$ cat config.mk
export PLATFORM = sky130hd
export DESIGN_NAME = stepper_angle_sequencer
export DESIGN_NICKNAME = d
export VERILOG_FILES = /design/src/sv/sas_pkg.sv /design/src/sv/sas_decode.sv /design/src/sv/sas_core.sv /design/src/sv/stepper_angle_sequencer.sv
export SDC_FILE = /design/constraint.sdc
export NUM_CORES = 1
export LEC_CHECK = 0
export BUFFER_PORTS_ARGS = -buffer_cell sky130_fd_sc_hd__buf_2
export CORE_MARGIN = 8
export CORE_UTILIZATION = 40
export CTS_CLUSTER_SIZE = 30
export DETAILED_ROUTE_END_ITERATION = 7
export REMOVE_ABC_BUFFERS = 1
export SYNTH_ARGS = -nofsm -noshare
export SYNTH_HDL_FRONTEND = slang
export SYNTH_SLANG_ARGS = --single-unit
$ cat constraint.sdc
create_clock -name clock -period 14.8 [get_ports clock]
set_clock_uncertainty 0.1 [all_clocks]
set_input_delay 2.96 -clock clock [delete_from_list [all_inputs] [get_ports clock]]
set_output_delay 2.96 -clock clock [all_outputs]
set_load 0.02 [all_outputs]
$ cat src/sv/sas_pkg.sv
// Shared types and constants for the stepper angle sequencer.
// No dependencies; every other file refers to it by scoped names.
package sas_pkg;

   // Degrees per full step and one full shaft turn.
   localparam int STEP_ANGLE = 90;
   localparam int FULL_TURN = 360;

   localparam int ANGLE_W = 9;
   localparam int TICKS_W = 16;
   localparam int STEPS_W = 16;

   localparam logic [TICKS_W-1:0] PHASE_TICKS_RESET = 16'd100;

   typedef enum logic [1:0] {
      KIND_TICK = 2'd0,
      KIND_ABS  = 2'd1,
      KIND_CW   = 2'd2,
      KIND_CCW  = 2'd3
   } kind_type;

   typedef struct packed {
      kind_type           kind;
      logic signed [15:0] target_angle;
      logic [15:0]        move_angle;
   } req_type;

   typedef struct packed {
      logic [3:0]         coils;
      logic               busy_res;
      logic [ANGLE_W-1:0] shaft_angle;
      logic               move_done;
      logic               rejected;
   } rsp_type;

   // Input word after the state-independent arithmetic.
   typedef struct packed {
      kind_type           kind;
      logic [ANGLE_W-1:0] target_norm;  // target mod 360
      logic [STEPS_W-1:0] rel_steps;    // move_angle / STEP_ANGLE
      logic [ANGLE_W-1:0] rel_mod;      // move_angle mod 360
      logic [15:0]        move_angle;
   } dec_type;

endpackage

$ cat src/sv/sas_decode.sv
// Input register of the stepper sequencer: accepts request words and stores them
// with the target reduced mod 360 and the relative step count. Uses sas_pkg.
module sas_decode (
   input  logic             clock,
   input  logic             reset,
   input  logic             req_valid,
   output logic             req_stall,
   input  sas_pkg::req_type req_word,
   input  logic             advance,
   output logic             dec_valid,
   output sas_pkg::dec_type dec_word
);

   // Reciprocal for an exact floor(x / STEP_ANGLE) over 16-bit x.
   localparam int STEP_SHIFT = 16 + $clog2(sas_pkg::STEP_ANGLE);
   localparam logic [16:0] RECIP =
      17'(((64'd1 << STEP_SHIFT) + 64'(sas_pkg::STEP_ANGLE) - 64'd1) /
          64'(sas_pkg::STEP_ANGLE));
   // Multiple of 360 that lifts any signed 16-bit target above zero.
   localparam int TARGET_BIAS =
      sas_pkg::FULL_TURN * ((32768 + sas_pkg::FULL_TURN - 1) / sas_pkg::FULL_TURN);

   logic             valid_ff, valid_in;
   sas_pkg::dec_type dec_ff, dec_in;
   logic             take;
   logic [17:0]      biased;
   logic [47:0]      rel_prod;

   // x mod 360 for x below 360 * 256: eight compare-subtract steps.
   function automatic logic [8:0] mod_turn(input logic [16:0] x);
      logic [16:0] r;
      r = x;
      for (int k = 7; k >= 0; k--) begin
         if (r >= 17'(sas_pkg::FULL_TURN << k)) begin
            r = r - 17'(sas_pkg::FULL_TURN << k);
         end
      end
      return r[8:0];
   endfunction

   assign req_stall = valid_ff && !advance;
   assign take      = req_valid && !req_stall;
   assign dec_valid = valid_ff;
   assign dec_word  = dec_ff;

   always_comb begin
      biased   = {{2{req_word.target_angle[15]}}, req_word.target_angle} +
                 18'(TARGET_BIAS);
      rel_prod = 48'(req_word.move_angle) * 48'(RECIP);

      dec_in.kind        = req_word.kind;
      dec_in.target_norm = mod_turn(biased[16:0]);
      dec_in.rel_steps   = rel_prod[STEP_SHIFT +: 16];
      dec_in.rel_mod     = mod_turn({1'b0, req_word.move_angle});
      dec_in.move_angle  = req_word.move_angle;

      if (take) begin
         valid_in = 1'b1;
      end else if (advance) begin
         valid_in = 1'b0;
      end else begin
         valid_in = valid_ff;
      end
   end

   always_ff @(posedge clock) begin
      if (reset) begin
         valid_ff <= 1'b0;
      end else begin
         valid_ff <= valid_in;
      end
   end

   always_ff @(posedge clock) begin
      if (take) begin
         dec_ff <= dec_in;
      end
   end

endmodule

$ cat src/sv/sas_core.sv
// Sequencer state, phase timing and result register of the stepper sequencer.
// Uses sas_pkg; fed by sas_decode.
module sas_core (
   input  logic             clock,
   input  logic             reset,
   input  logic             dec_valid,
   input  sas_pkg::dec_type dec_word,
   output logic             advance,
   output logic             rsp_valid,
   input  logic             rsp_stall,
   output sas_pkg::rsp_type rsp_word,
   input  logic             csr_valid,
   output logic             csr_ready,
   input  logic [15:0]      csr_data
);

   localparam logic [3:0] COIL_TABLE [4] = '{4'hC, 4'h6, 4'h3, 4'h9};
   localparam logic [8:0] STEP_W = 9'(sas_pkg::STEP_ANGLE);
   localparam logic [9:0] TURN_W = 10'(sas_pkg::FULL_TURN);
   localparam int ABS_QW = $clog2(sas_pkg::FULL_TURN / sas_pkg::STEP_ANGLE + 1);

   logic [8:0]             angle_now_ff, angle_now_in;
   logic [8:0]             angle_after_ff, angle_after_in;
   logic [15:0]            steps_left_ff, steps_left_in;
   logic [1:0]             phase_ff, phase_in;
   logic [15:0]            hold_ff, hold_in;
   logic                   ccw_ff, ccw_in;
   logic                   moving_ff, moving_in;
   logic [15:0]            phase_ticks_ff, phase_ticks_in;
   logic                   rsp_valid_ff, rsp_valid_in;
   sas_pkg::rsp_type       rsp_word_ff, rsp_word_in;

   logic [9:0]             diff;
   logic [8:0]             mag;
   logic [9:0]             abs_rem;
   logic [ABS_QW-1:0]      abs_q;
   logic [24:0]            rel_prod;
   logic [8:0]             rel_rem;
   logic [9:0]             rel_dist;
   logic [15:0]            start_steps;
   logic [8:0]             start_dist;
   logic                   start_ccw;
   logic [9:0]             cw_sum;
   logic [9:0]             ccw_sum;
   logic [15:0]            limit;
   logic [15:0]            hold_next;
   logic [15:0]            steps_dec;
   logic                   done;
   logic                   rej;

   assign advance   = dec_valid && (!rsp_valid_ff || !rsp_stall);
   assign rsp_valid = rsp_valid_ff;
   assign rsp_word  = rsp_word_ff;
   assign csr_ready = 1'b1;

   always_comb begin
      angle_now_in   = angle_now_ff;
      angle_after_in = angle_after_ff;
      steps_left_in  = steps_left_ff;
      phase_in       = phase_ff;
      hold_in        = hold_ff;
      ccw_in         = ccw_ff;
      moving_in      = moving_ff;
      phase_ticks_in = csr_valid ? csr_data : phase_ticks_ff;
      done           = 1'b0;
      rej            = 1'b0;

      // absolute move: signed distance, then quotient and remainder by STEP_ANGLE
      diff = {1'b0, dec_word.target_norm} - {1'b0, angle_now_ff};
      mag  = diff[9] ? 9'(-diff) : diff[8:0];
      abs_rem = {1'b0, mag};
      abs_q   = '0;
      for (int k = ABS_QW - 1; k >= 0; k--) begin
         if (19'(abs_rem) >= 19'(sas_pkg::STEP_ANGLE << k)) begin
            abs_rem  = 10'(19'(abs_rem) - 19'(sas_pkg::STEP_ANGLE << k));
            abs_q[k] = 1'b1;
         end
      end

      // relative move: turn distance = (angle mod 360 - angle mod step) mod 360
      rel_prod = 25'(dec_word.rel_steps) * 25'(STEP_W);
      rel_rem  = 9'(dec_word.move_angle - rel_prod[15:0]);
      rel_dist = {1'b0, dec_word.rel_mod} - {1'b0, rel_rem};
      if (rel_dist[9]) begin
         rel_dist = rel_dist + TURN_W;
      end

      if (dec_word.kind == sas_pkg::KIND_ABS) begin
         start_steps = 16'(abs_q);
         start_dist  = mag - abs_rem[8:0];
         start_ccw   = diff[9];
      end else begin
         start_steps = dec_word.rel_steps;
         start_dist  = rel_dist[8:0];
         start_ccw   = (dec_word.kind == sas_pkg::KIND_CCW);
      end

      cw_sum = {1'b0, angle_now_ff} + {1'b0, start_dist};
      if (cw_sum >= TURN_W) begin
         cw_sum = cw_sum - TURN_W;
      end
      ccw_sum = {1'b0, angle_now_ff} + TURN_W - {1'b0, start_dist};
      if (ccw_sum >= TURN_W) begin
         ccw_sum = ccw_sum - TURN_W;
      end

      limit     = (phase_ticks_ff == '0) ? 16'd1 : phase_ticks_ff;
      hold_next = hold_ff + 16'd1;
      steps_dec = steps_left_ff - 16'd1;

      if (advance) begin
         case (dec_word.kind)
            sas_pkg::KIND_TICK: begin
               if (moving_ff) begin
                  hold_in = hold_next;
                  if (hold_next >= limit || hold_next == '0) begin
                     hold_in = '0;
                     if (phase_ff == 2'd3) begin
                        phase_in      = 2'd0;
                        steps_left_in = steps_dec;
                        if (steps_dec == '0) begin
                           moving_in    = 1'b0;
                           angle_now_in = angle_after_ff;
                           done         = 1'b1;
                        end
                     end else begin
                        phase_in = phase_ff + 2'd1;
                     end
                  end
               end
            end
            default: begin
               if (moving_ff) begin
                  rej = 1'b1;
               end else if (start_steps == '0) begin
                  // covers an absolute target equal to the current angle
                  done = 1'b1;
               end else begin
                  angle_after_in = start_ccw ? ccw_sum[8:0] : cw_sum[8:0];
                  steps_left_in  = start_steps;
                  phase_in       = 2'd0;
                  hold_in        = '0;
                  ccw_in         = start_ccw;
                  moving_in      = 1'b1;
               end
            end
         endcase
      end

      rsp_word_in.coils       = moving_in ?
                                COIL_TABLE[ccw_in ? (2'd3 - phase_in) : phase_in] : 4'd0;
      rsp_word_in.busy_res    = moving_in;
      rsp_word_in.shaft_angle = angle_now_in;
      rsp_word_in.move_done   = done;
      rsp_word_in.rejected    = rej;

      if (advance) begin
         rsp_valid_in = 1'b1;
      end else if (!rsp_stall) begin
         rsp_valid_in = 1'b0;
      end else begin
         rsp_valid_in = rsp_valid_ff;
      end
   end

   always_ff @(posedge clock) begin
      if (reset) begin
         angle_now_ff   <= '0;
         angle_after_ff <= '0;
         steps_left_ff  <= '0;
         phase_ff       <= '0;
         hold_ff        <= '0;
         ccw_ff         <= 1'b0;
         moving_ff      <= 1'b0;
         phase_ticks_ff <= sas_pkg::PHASE_TICKS_RESET;
         rsp_valid_ff   <= 1'b0;
      end else begin
         angle_now_ff   <= angle_now_in;
         angle_after_ff <= angle_after_in;
         steps_left_ff  <= steps_left_in;
         phase_ff       <= phase_in;
         hold_ff        <= hold_in;
         ccw_ff         <= ccw_in;
         moving_ff      <= moving_in;
         phase_ticks_ff <= phase_ticks_in;
         rsp_valid_ff   <= rsp_valid_in;
      end
   end

   always_ff @(posedge clock) begin
      if (advance) begin
         rsp_word_ff <= rsp_word_in;
      end
   end

   // a move in progress always has at least one step left
   a_steps_while_moving: assert property (@(posedge clock) disable iff (reset)
      moving_ff |-> steps_left_ff != '0)
      else $error("moving with zero steps left");

   a_angle_range: assert property (@(posedge clock) disable iff (reset)
      angle_now_ff < TURN_W[8:0] && angle_after_ff < TURN_W[8:0])
      else $error("shaft angle out of range");

   a_idle_coils_off: assert property (@(posedge clock) disable iff (reset)
      (rsp_valid_ff && !rsp_word_ff.busy_res) |-> rsp_word_ff.coils == 4'd0)
      else $error("coils driven while idle");

   a_done_not_rejected: assert property (@(posedge clock) disable iff (reset)
      rsp_valid_ff |-> !(rsp_word_ff.move_done && rsp_word_ff.rejected))
      else $error("word both done and rejected");

   // state moves only when a word is processed
   a_state_holds: assert property (@(posedge clock) disable iff (reset)
      !$past(advance) && !$past(reset) |->
         $stable(angle_now_ff) && $stable(moving_ff) && $stable(hold_ff))
      else $error("state changed without a word");

endmodule

$ cat src/sv/stepper_angle_sequencer.sv
// Top level of the four-coil stepper sequencer with shaft-angle tracking.
// Depends on sas_pkg, sas_decode and sas_core.
//
//  channel | ports                               | moves
//  --------+-------------------------------------+-------------------------------
//  req     | req_valid, req_stall, req_word      | tick or move command word in
//  rsp     | rsp_valid, rsp_stall, rsp_word      | one result word per request word
//  csr     | csr_valid, csr_ready, csr_data      | phase_ticks write (always ready)
//
// One word per cycle sustained while rsp_stall is low; a request passes through the
// input register in sas_decode and then the result register in sas_core.
// Synchronous active-high reset: idle, angle 0, phase_ticks 100.
// rsp_stall holds the result register; the input register still takes one more
// word, then req_stall rises until the result is taken.
module stepper_angle_sequencer (
   input  logic             clock,
   input  logic             reset,
   input  logic             req_valid,
   output logic             req_stall,
   input  sas_pkg::req_type req_word,
   output logic             rsp_valid,
   input  logic             rsp_stall,
   output sas_pkg::rsp_type rsp_word,
   input  logic             csr_valid,
   output logic             csr_ready,
   input  logic [15:0]      csr_data
);

   // decoded word and the hand-off between the two stages
   logic             dec_valid;
   sas_pkg::dec_type dec_word;
   logic             advance;

   // input register: mod-360 reduction and step count by reciprocal multiply
   sas_decode u_decode (
      .clock     (clock),
      .reset     (reset),
      .req_valid (req_valid),
      .req_stall (req_stall),
      .req_word  (req_word),
      .advance   (advance),
      .dec_valid (dec_valid),
      .dec_word  (dec_word)
   );

   // sequencer state, phase hold counter, coil lookup, result register
   sas_core u_core (
      .clock     (clock),
      .reset     (reset),
      .dec_valid (dec_valid),
      .dec_word  (dec_word),
      .advance   (advance),
      .rsp_valid (rsp_valid),
      .rsp_stall (rsp_stall),
      .rsp_word  (rsp_word),
      .csr_valid (csr_valid),
      .csr_ready (csr_ready),
      .csr_data  (csr_data)
   );

endmodule
After elaboration in Yosys (flattened, before gate mapping). Index checks and enable logic that the tools add are counted.

Flip-flop bits (word level): 127. Input bits: 55. Output and inout bits: 19. Logic and storage cells: 194.

$add $sub $neg: 35. $mul: 2. $lt $le $gt $ge: 23. Eq/ne operators: 9. Mux-type cells: 83. Bitwise operators: 4. Reductions and logical operators: 18.

Operators with widths (number): 17-bit 2-to-1 mux (14); 16-bit 2-to-1 mux (12); 9-bit 2-to-1 mux (15); 16-bit logical NOT (4); 9-bit subtractor, second input constant (4); 17-bit by 10-bit >= comparator with 1-bit output, second input constant (2); 17-bit by 11-bit >= comparator with 1-bit output, second input constant (2); 17-bit by 12-bit >= comparator with 1-bit output, second input constant (2); 17-bit by 13-bit >= comparator with 1-bit output, second input constant (2); 17-bit by 14-bit >= comparator with 1-bit output, second input constant (2); 17-bit by 15-bit >= comparator with 1-bit output, second input constant (2); 17-bit by 9-bit >= comparator with 1-bit output, second input constant (2); 17-bit by 10-bit subtractor with 17-bit output, second input constant (2); 17-bit by 11-bit subtractor with 17-bit output, second input constant (2); 17-bit by 12-bit subtractor with 17-bit output, second input constant (2); 17-bit by 13-bit subtractor with 17-bit output, second input constant (2); 17-bit by 14-bit subtractor with 17-bit output, second input constant (2); 17-bit by 15-bit subtractor with 17-bit output, second input constant (2); 16-bit by 17-bit multiplier with 33-bit output, second input constant (1); 10-bit 2-to-1 mux (3); 1-bit 2-to-1 mux (28); 10-bit by 9-bit >= comparator with 1-bit output, second input constant (2); 9-bit by 9-bit subtractor with 10-bit output (2); 9-bit subtractor (2); other kinds (39) (61).

Depth between registers and ports, before layout. Gate-level depths: netlist (run 1).

Depth in word-level cells: 21. Gate-level depth with buffers: 54. Mapped depth without buffers: 52.

By module. Synthesis (run 1) repeated with hierarchy kept, for this count alone.

Cells, all modules: 2514. Area, all modules: 21500.6 um^2.

Modules (own cells, without submodules): sas_decode (instances 1, cells each 1404, area an instance 12286.8 um^2); sas_core (instances 1, cells each 1110, area an instance 9213.8 um^2).

Worst setup path after synthesis (run 1). Ideal clock, no wire load.

Path type: in2reg. Start point: input req_word[14] (netlist bit). End point: register u_decode.dec_ff, in the netlist u_decode.dec_word[23] (data pin). Setup time: 0.256 ns. Data arrival time: 12.880 ns. Required time: 14.444 ns. Setup slack: 1.564 ns. Stages on the path: 54. Path buffers: 5. Cells stage by stage: clkbuf_1 > inv_1 > ha_1 > buf_4 > a31oi_1 > o22a_1 > ha_1 > clkbuf_1 > inv_1 > a41oi_1 > o311a_1 > buf_6 > xnor2_1 > ha_1 > nand4_1 > nor3_1 > a21oi_1 > a21oi_2 > [18 not listed] > o21a_1 > and4_1 > a31oi_1 > and3_1 > a21oi_1 > nor2_1 > inv_1 > ha_1 > nand2_1 > a221oi_2 > nor3_4 > o211ai_4 > xnor2_1 > ha_1 > a21oi_1 > a311oi_2 > o21ai_2 > a22o_1.

RTL lines: start: declaration (RTL line stepper_angle_sequencer.sv:20) `input sas_pkg::req_type req_word,`; end signal: assignment (RTL line sas_decode.sv:76) `dec_ff <= dec_in;`; end: declaration (RTL line sas_decode.sv:24) `sas_pkg::dec_type dec_ff, dec_in;`.

==> metrics.csv, run 1 <==
metric,value,unit
cpPeakStageDelay,410,ps
vias_per_cell,5.62,
drc_errors,0,
start_kind,primary input,
clock_latency,440,ps
hold_path_class,reg2reg,
initial_core_util,40.4,%
cts_made_buffers,17,
setup_tns,0,ps
postCtsSetupBuffers,0,
min_period,13600,ps
gp_congestion,0.876,
grt_pass1_vias,16970,
drive_gt1_share,10.0,%
final-hold-violation-count,0,
rsz0062_at_grt,no,
nFillCells,4995,
antenna_found_initial,1,
syn_inst,2390,
wl,50400,µm
grt_max_degree,52,
fin_crit_sh,91.9,%
cts_tree,done,
nets,2834,
yosys.area.top_type,ha_1,
die-area,57900,µm²
path_max_fanout,13,
hpwl,41000,µm
port_buffers,72,
clkTransAtPathRegs,60,ps
grt_overflow,0,
drtIter0Drc,1111,
arrival,13700,ps
worst_path_most_repeated_cell,ha_1,
clock.fmax,73.5,MHz
cts_num_sinks,123,
netlist.area_leader.share,16.3,%
report.final.slew_viol_count,0,
cap_viol_max_count,0,
netlist_area,20200,µm²
area_growth,7.98,%
cts-root-buf,clkbuf_16,
ys_warn_count,0,
grt_pass1_wl,84100,µm
whs,392,ps
seq_area_frac_synth,14.7,%
die_w,241,µm
synth.distinct_cells,137,
fp.dieH,241,µm
yosysMostFrequentCell,ha_1,
first_pass_iters,8,
ios,74,
top_usage_layer,met2,
clock_path_buffers,2,
required,14890,ps
avgSynthCellArea,8.44,µm²
crit_path_end_kind,flip-flop,
finish.utilization,43.6,%
synth.cells.most_frequent,"ha_1 (263), inv_1 (246), nor2_1 (177)",
tightest_slew,1100,ps
met1_usage,23.2,%
setup_violations,0,
dr_total_vias,17467,
ys_top_cells_by_area,"ha_1 (16%), fa_1 (9.1%), edfxtp_1 (7.6%)",
slowest_stage,a311oi_2,
synth-edff-count,51,
grt.total_usage,17.2,%
ys_ff_latch,123,
async_flop_share,0,%
wl_per_cell,16.2,µm
cts.htree.levels,4,
slew_headroom,26.2,%
use_met3,1.95,%
criticalPathCategory,in2reg,
coreArea,50000,µm²
met2_usage,29.8,%
ant_nets,0,
synth_ff_type,dfxtp_1,
status,finished clean,
rows,82,
==> worst max-delay path, delay by kind of cell <==
family / cells / cell delay (ps)
buffers and inverters: 6 / 1000
adders and majority gates: 8 / 2010
xor gates and xnor gates: 5 / 1250
and+or+nand+nor: 14 / 2660
AOI/OAI and AO/OA: 19 / 3770
==> placed cells by master (no fill, tap or decap), types with 17 or more instances in the layout <==
| cell | n |
|---|---|
| a31oi_1 | 28 |
| nor2_1 | 177 |
| buf_2 | 72 |
| ha_1 | 261 |
| and3_1 | 36 |
| nor4_1 | 22 |
| nand2_1 | 125 |
| mux2i_1 | 51 |
| nor3_1 | 62 |
| nand2b_1 | 34 |
| a22oi_1 | 19 |
| a21o_1 | 51 |
| inv_1 | 246 |
| nand3_1 | 60 |
| o21ai_0 | 101 |
| clkbuf_16 | 17 |
| xor2_1 | 45 |
| dfxtp_1 | 72 |
| a21oi_1 | 119 |
| mux2_2 | 19 |
| and2_1 | 23 |
| o211ai_1 | 27 |
| xnor2_1 | 140 |
| fa_1 | 92 |
| nor2b_1 | 26 |
| a211oi_1 | 30 |
| edfxtp_1 | 51 |
| nand4_1 | 18 |
==> per-stage QoR <==
stage,setup WS (ps),cell area (µm²),cells
floorplan,1680,19800,2320
finish,1200,21800,3110
global placement,786,21100,3077
detailed placement,219,21100,3077
global route,111,21800,3110
CTS,658,21700,3109
==> timing repair <==
item	4_1_cts	5_1_grt
resized for setup	0	7
setup endpoints to repair	0	6
hold buffers	0	0
==> registers in the layout (all words and copies together) (netlist names) <==
signal / cells
u_core.rsp_word: 16
u_core.ccw_ff: 1
u_core.phase_ticks_ff: 16
u_core.rsp_valid: 1
u_core.moving_ff: 1
u_core.phase_ff: 2
u_decode.dec_word: 35
u_core.angle_after_ff: 9
u_core.hold_ff: 16
u_core.steps_left_ff: 16
u_decode.dec_valid: 1
u_core.angle_now_ff: 9
==> metal layers <==
layer	up-vias	share of wire, %	wire [µm]
met5	-	0	0
met1	8381	49	24500
li1	8747	-	-
met2	298	47	23900
met4	0	1.2	583
met3	41	2.8	1400
==> worst paths after layout <==
| check | from | to | slack, ps | depth (start not counted) |
|---|---|---|---|---|
| worst max-delay path | req_word[14] | u_decode.dec_word[23] | 1200 | 52 |
| worst min-delay path | u_core.angle_after_ff[0] | u_core.angle_after_ff[0] | 390 | 2 |
| worst max register to register | u_core.angle_now_ff[1] | u_core.angle_after_ff[7] | 3300 | 51 |
| worst min register to register | u_core.angle_after_ff[0] | u_core.angle_after_ff[0] | 390 | 2 |
==> cell type report <==
cell class                      instances  area (µm²)  area share [%]
Inverter                              247         927            4.26
Tap cell                              672         841            3.86
Clock inverter                         15         178           0.816
Clock buffer                           17         425            1.95
Sequential cell                       123        2970            13.7
Antenna cell                            1        2.50          0.0115
Timing Repair Buffer                   85         458            2.10
Multi-Input combinational cell       1950       16000            73.3
==> kinds of logic after synthesis <==
| family | count (synthesis) | share of synthesized area (%) |
|---|---|---|
| flip-flops | 123 | 14.7 |
| AND/OR/NAND/NOR | 689 | 17.9 |
| buffers and inverters | 317 | 6.27 |
| XOR/XNOR | 192 | 8.52 |
| multiplexers | 73 | 3.83 |
| other | 1 | 0.0186 |
| adder cells (fa/ha/maj) | 356 | 25.5 |
| AO/OA/AOI/OAI | 639 | 23.2 |
Power of run 1 is not shown: default switching activity piles up to over one toggle a cycle in this logic, so the estimate is an artifact.
==> run 2, diff against run 1 <==
==> constraint.sdc (replaced) <==
create_clock -name clock -period 14.8 [get_ports clock]
set_clock_uncertainty 0.1 [all_clocks]
set_input_delay 2.22 -clock clock [delete_from_list [all_inputs] [get_ports clock]]
set_output_delay 2.22 -clock clock [all_outputs]
set_load 0.02 [all_outputs]
==> run 2 against run 1 <==
Core utilization fell by 0.16 points. Clock-buffer cell count rose by 1. First-iteration DRC count rose by 4.1%. Register-to-register slack got worse by 160 ps. Final area fell by 0.36%. Critical path depth fell by 1.
==> metrics.csv, run 2 (synthesized netlist as in run 1, its figures left out) <==
metric,value,unit,change
status,finished clean,,unchanged
setup_tns,0,ps,unchanged
reg2reg_from,u_core.angle_now_ff[1],,unchanged
layout_common_cells,"ha_1 (262), inv_1 (246), nor2_1 (177)",,"was ha_1 (261), inv_1 (246), nor2_1 (177)"
port_buffers,72,,unchanged
grt_pass1_wl,85100,µm,was 84100 µm
final-hold-violation-count,0,,unchanged
clock_path_buffers,2,,unchanged
grt_overflow,0,,unchanged
area_growth,7.59,%,was 7.98%
postCtsSetupBuffers,0,,unchanged
wl,51100,µm,was 50400 µm
cpPeakStageDelay,480,ps,was 410 ps
startpoint,req_word[14],,unchanged
grt.total_usage,17.4,%,was 17.2%
slew_headroom,25.7,%,was 26.2%
arrival,13800,ps,was 13700 ps
cap_viol_max_count,0,,unchanged
clock_latency,440,ps,about the same
rows,82,,unchanged
clock.fmax,72.9,MHz,was 73.5 MHz
coreArea,50000,µm²,unchanged
cts.htree.levels,4,,unchanged
report.final.slew_viol_count,0,,unchanged
rr_endpoint,u_core.angle_after_ff[7],,unchanged
path_max_fanout,13,,unchanged
drive_gt1_share,9.62,%,was 10.0%
wl_per_cell,16.5,µm,was 16.2 µm
ios,74,,unchanged
hold_path_class,reg2reg,,unchanged
dr_total_vias,17505,,was 17467
cts_num_sinks,123,,unchanged
crit_path_end_kind,flip-flop,,unchanged
largest_register_ffs,35,,unchanged
cts-root-buf,clkbuf_16,,unchanged
slowest_stage,o311a_1,,was a311oi_2
min_period,13710,ps,was 13600 ps
criticalPathCategory,in2reg,,unchanged
tightest_slew,1110,ps,was 1100 ps
drtIter0Drc,1157,,was 1111
start_kind,primary input,,unchanged
fin_crit_sh,92.6,%,was 91.9%
crit_end,u_decode.dec_word[23],,unchanged
ant_nets,0,,unchanged
layout_commonest_cell,ha_1,,unchanged
rsz0062_at_grt,no,,unchanged
cts_made_buffers,17,,unchanged
setup_violations,0,,unchanged
gp_congestion,0.858,,was 0.876
die-area,57900,µm²,unchanged
drc_errors,0,,unchanged
cts_tree,done,,unchanged
first_pass_iters,5,,was 8
clkTransAtPathRegs,60,ps,about the same
grt_max_degree,52,,unchanged
grt_pass1_vias,17135,,was 16970
die_w,241,µm,unchanged
nFillCells,4998,,was 4995
fp.dieH,241,µm,unchanged
vias_per_cell,5.64,,was 5.62
required,14890,ps,about the same
initial_core_util,40.4,%,unchanged
r2r_cells,52,,was 51
reg2reg_slack,3140,ps,was 3300 ps
antenna_found_initial,2,,was 1
hpwl,41300,µm,was 41000 µm
nets,2829,,was 2834
worst_path_most_repeated_cell,ha_1,,unchanged
run 2: changes by cell type in the layout (fill, tap and decap cells not counted), moves of 2 or more:
| cell | delta |
|---|---|
| xnor2_1 | +3 |
| inv_8 | -3 |
| buf_4 | -5 |
| xnor2_2 | -3 |
| clkinv_2 | +2 |
run 2: area by class of cell:
type | instances | area (µm²) | share of cell area (%)
Clock inverter | 14 | 134 | 0.617
Multi-Input combinational cell | 1950 | 15900 | 73.5
Antenna cell | 2 | 5.00 | 0.0231
Timing Repair Buffer | 80 | 420 | 1.94
Clock buffer | 18 | 450 | 2.08
Sequential cell | 123 | 2970 | 13.7
Tap cell | 672 | 841 | 3.87
Inverter | 247 | 927 | 4.27
run 2: routing by layer:
layer | global-route usage, % | wire, µm | vias up
met5 | 0 | 0 | -
met1 | 23.3 | 24100 | 8358
li1 | - | - | 8741
met4 | 4.14 | 773 | 0
met3 | 2.12 | 1980 | 67
met2 | 29.8 | 24200 | 339
run 2: repair_timing:
action,4_1_cts,5_1_grt
gates resized for setup,0,2
setup endpoints to repair,0,5
hold buffers,0,0
run 2: worst min path at each step:
stage | from | end | slack, ps | depth (start not counted)
after floorplan | u_core.steps_left_ff[15] | u_core.steps_left_ff[15] | 340 | 1
after global placement | u_decode.dec_valid | u_core.rsp_valid | 360 | 2
after detailed placement | u_core.angle_after_ff[4] | u_core.angle_after_ff[4] | 380 | 2
after CTS | u_core.angle_after_ff[2] | u_core.angle_after_ff[2] | 400 | 2
after global routing | u_core.angle_after_ff[4] | u_core.angle_after_ff[4] | 410 | 2
final | u_decode.dec_valid | u_core.rsp_valid | 390 | 2
run 2: per-stage QoR:
stage / cell area, µm² / hold WS, ps / cells / setup slack [ps] / util, %
after floorplan: 19800 / 344 / 2320 / 2420 / -
after global placement: 21100 / 365 / 3072 / 1320 / 42.2
after detailed placement: 21100 / 384 / 3072 / 573 / 42.2
after CTS: 21700 / 401 / 3104 / 994 / 43.4
after global routing: 21700 / 409 / 3106 / 151 / 43.4
final: 21700 / 393 / 3106 / 1090 / 43.4
run 2: critical path: cells and delay by family:
| kind | cells | cell delay, ps |
|---|---|---|
| simple gates | 14 | 2790 |
| xor+xnor | 5 | 1590 |
| buf+inv | 5 | 810 |
| compound gates | 19 | 4240 |
| fa+ha+maj | 8 | 2110 |
Power of run 2 is left out for the same reason.
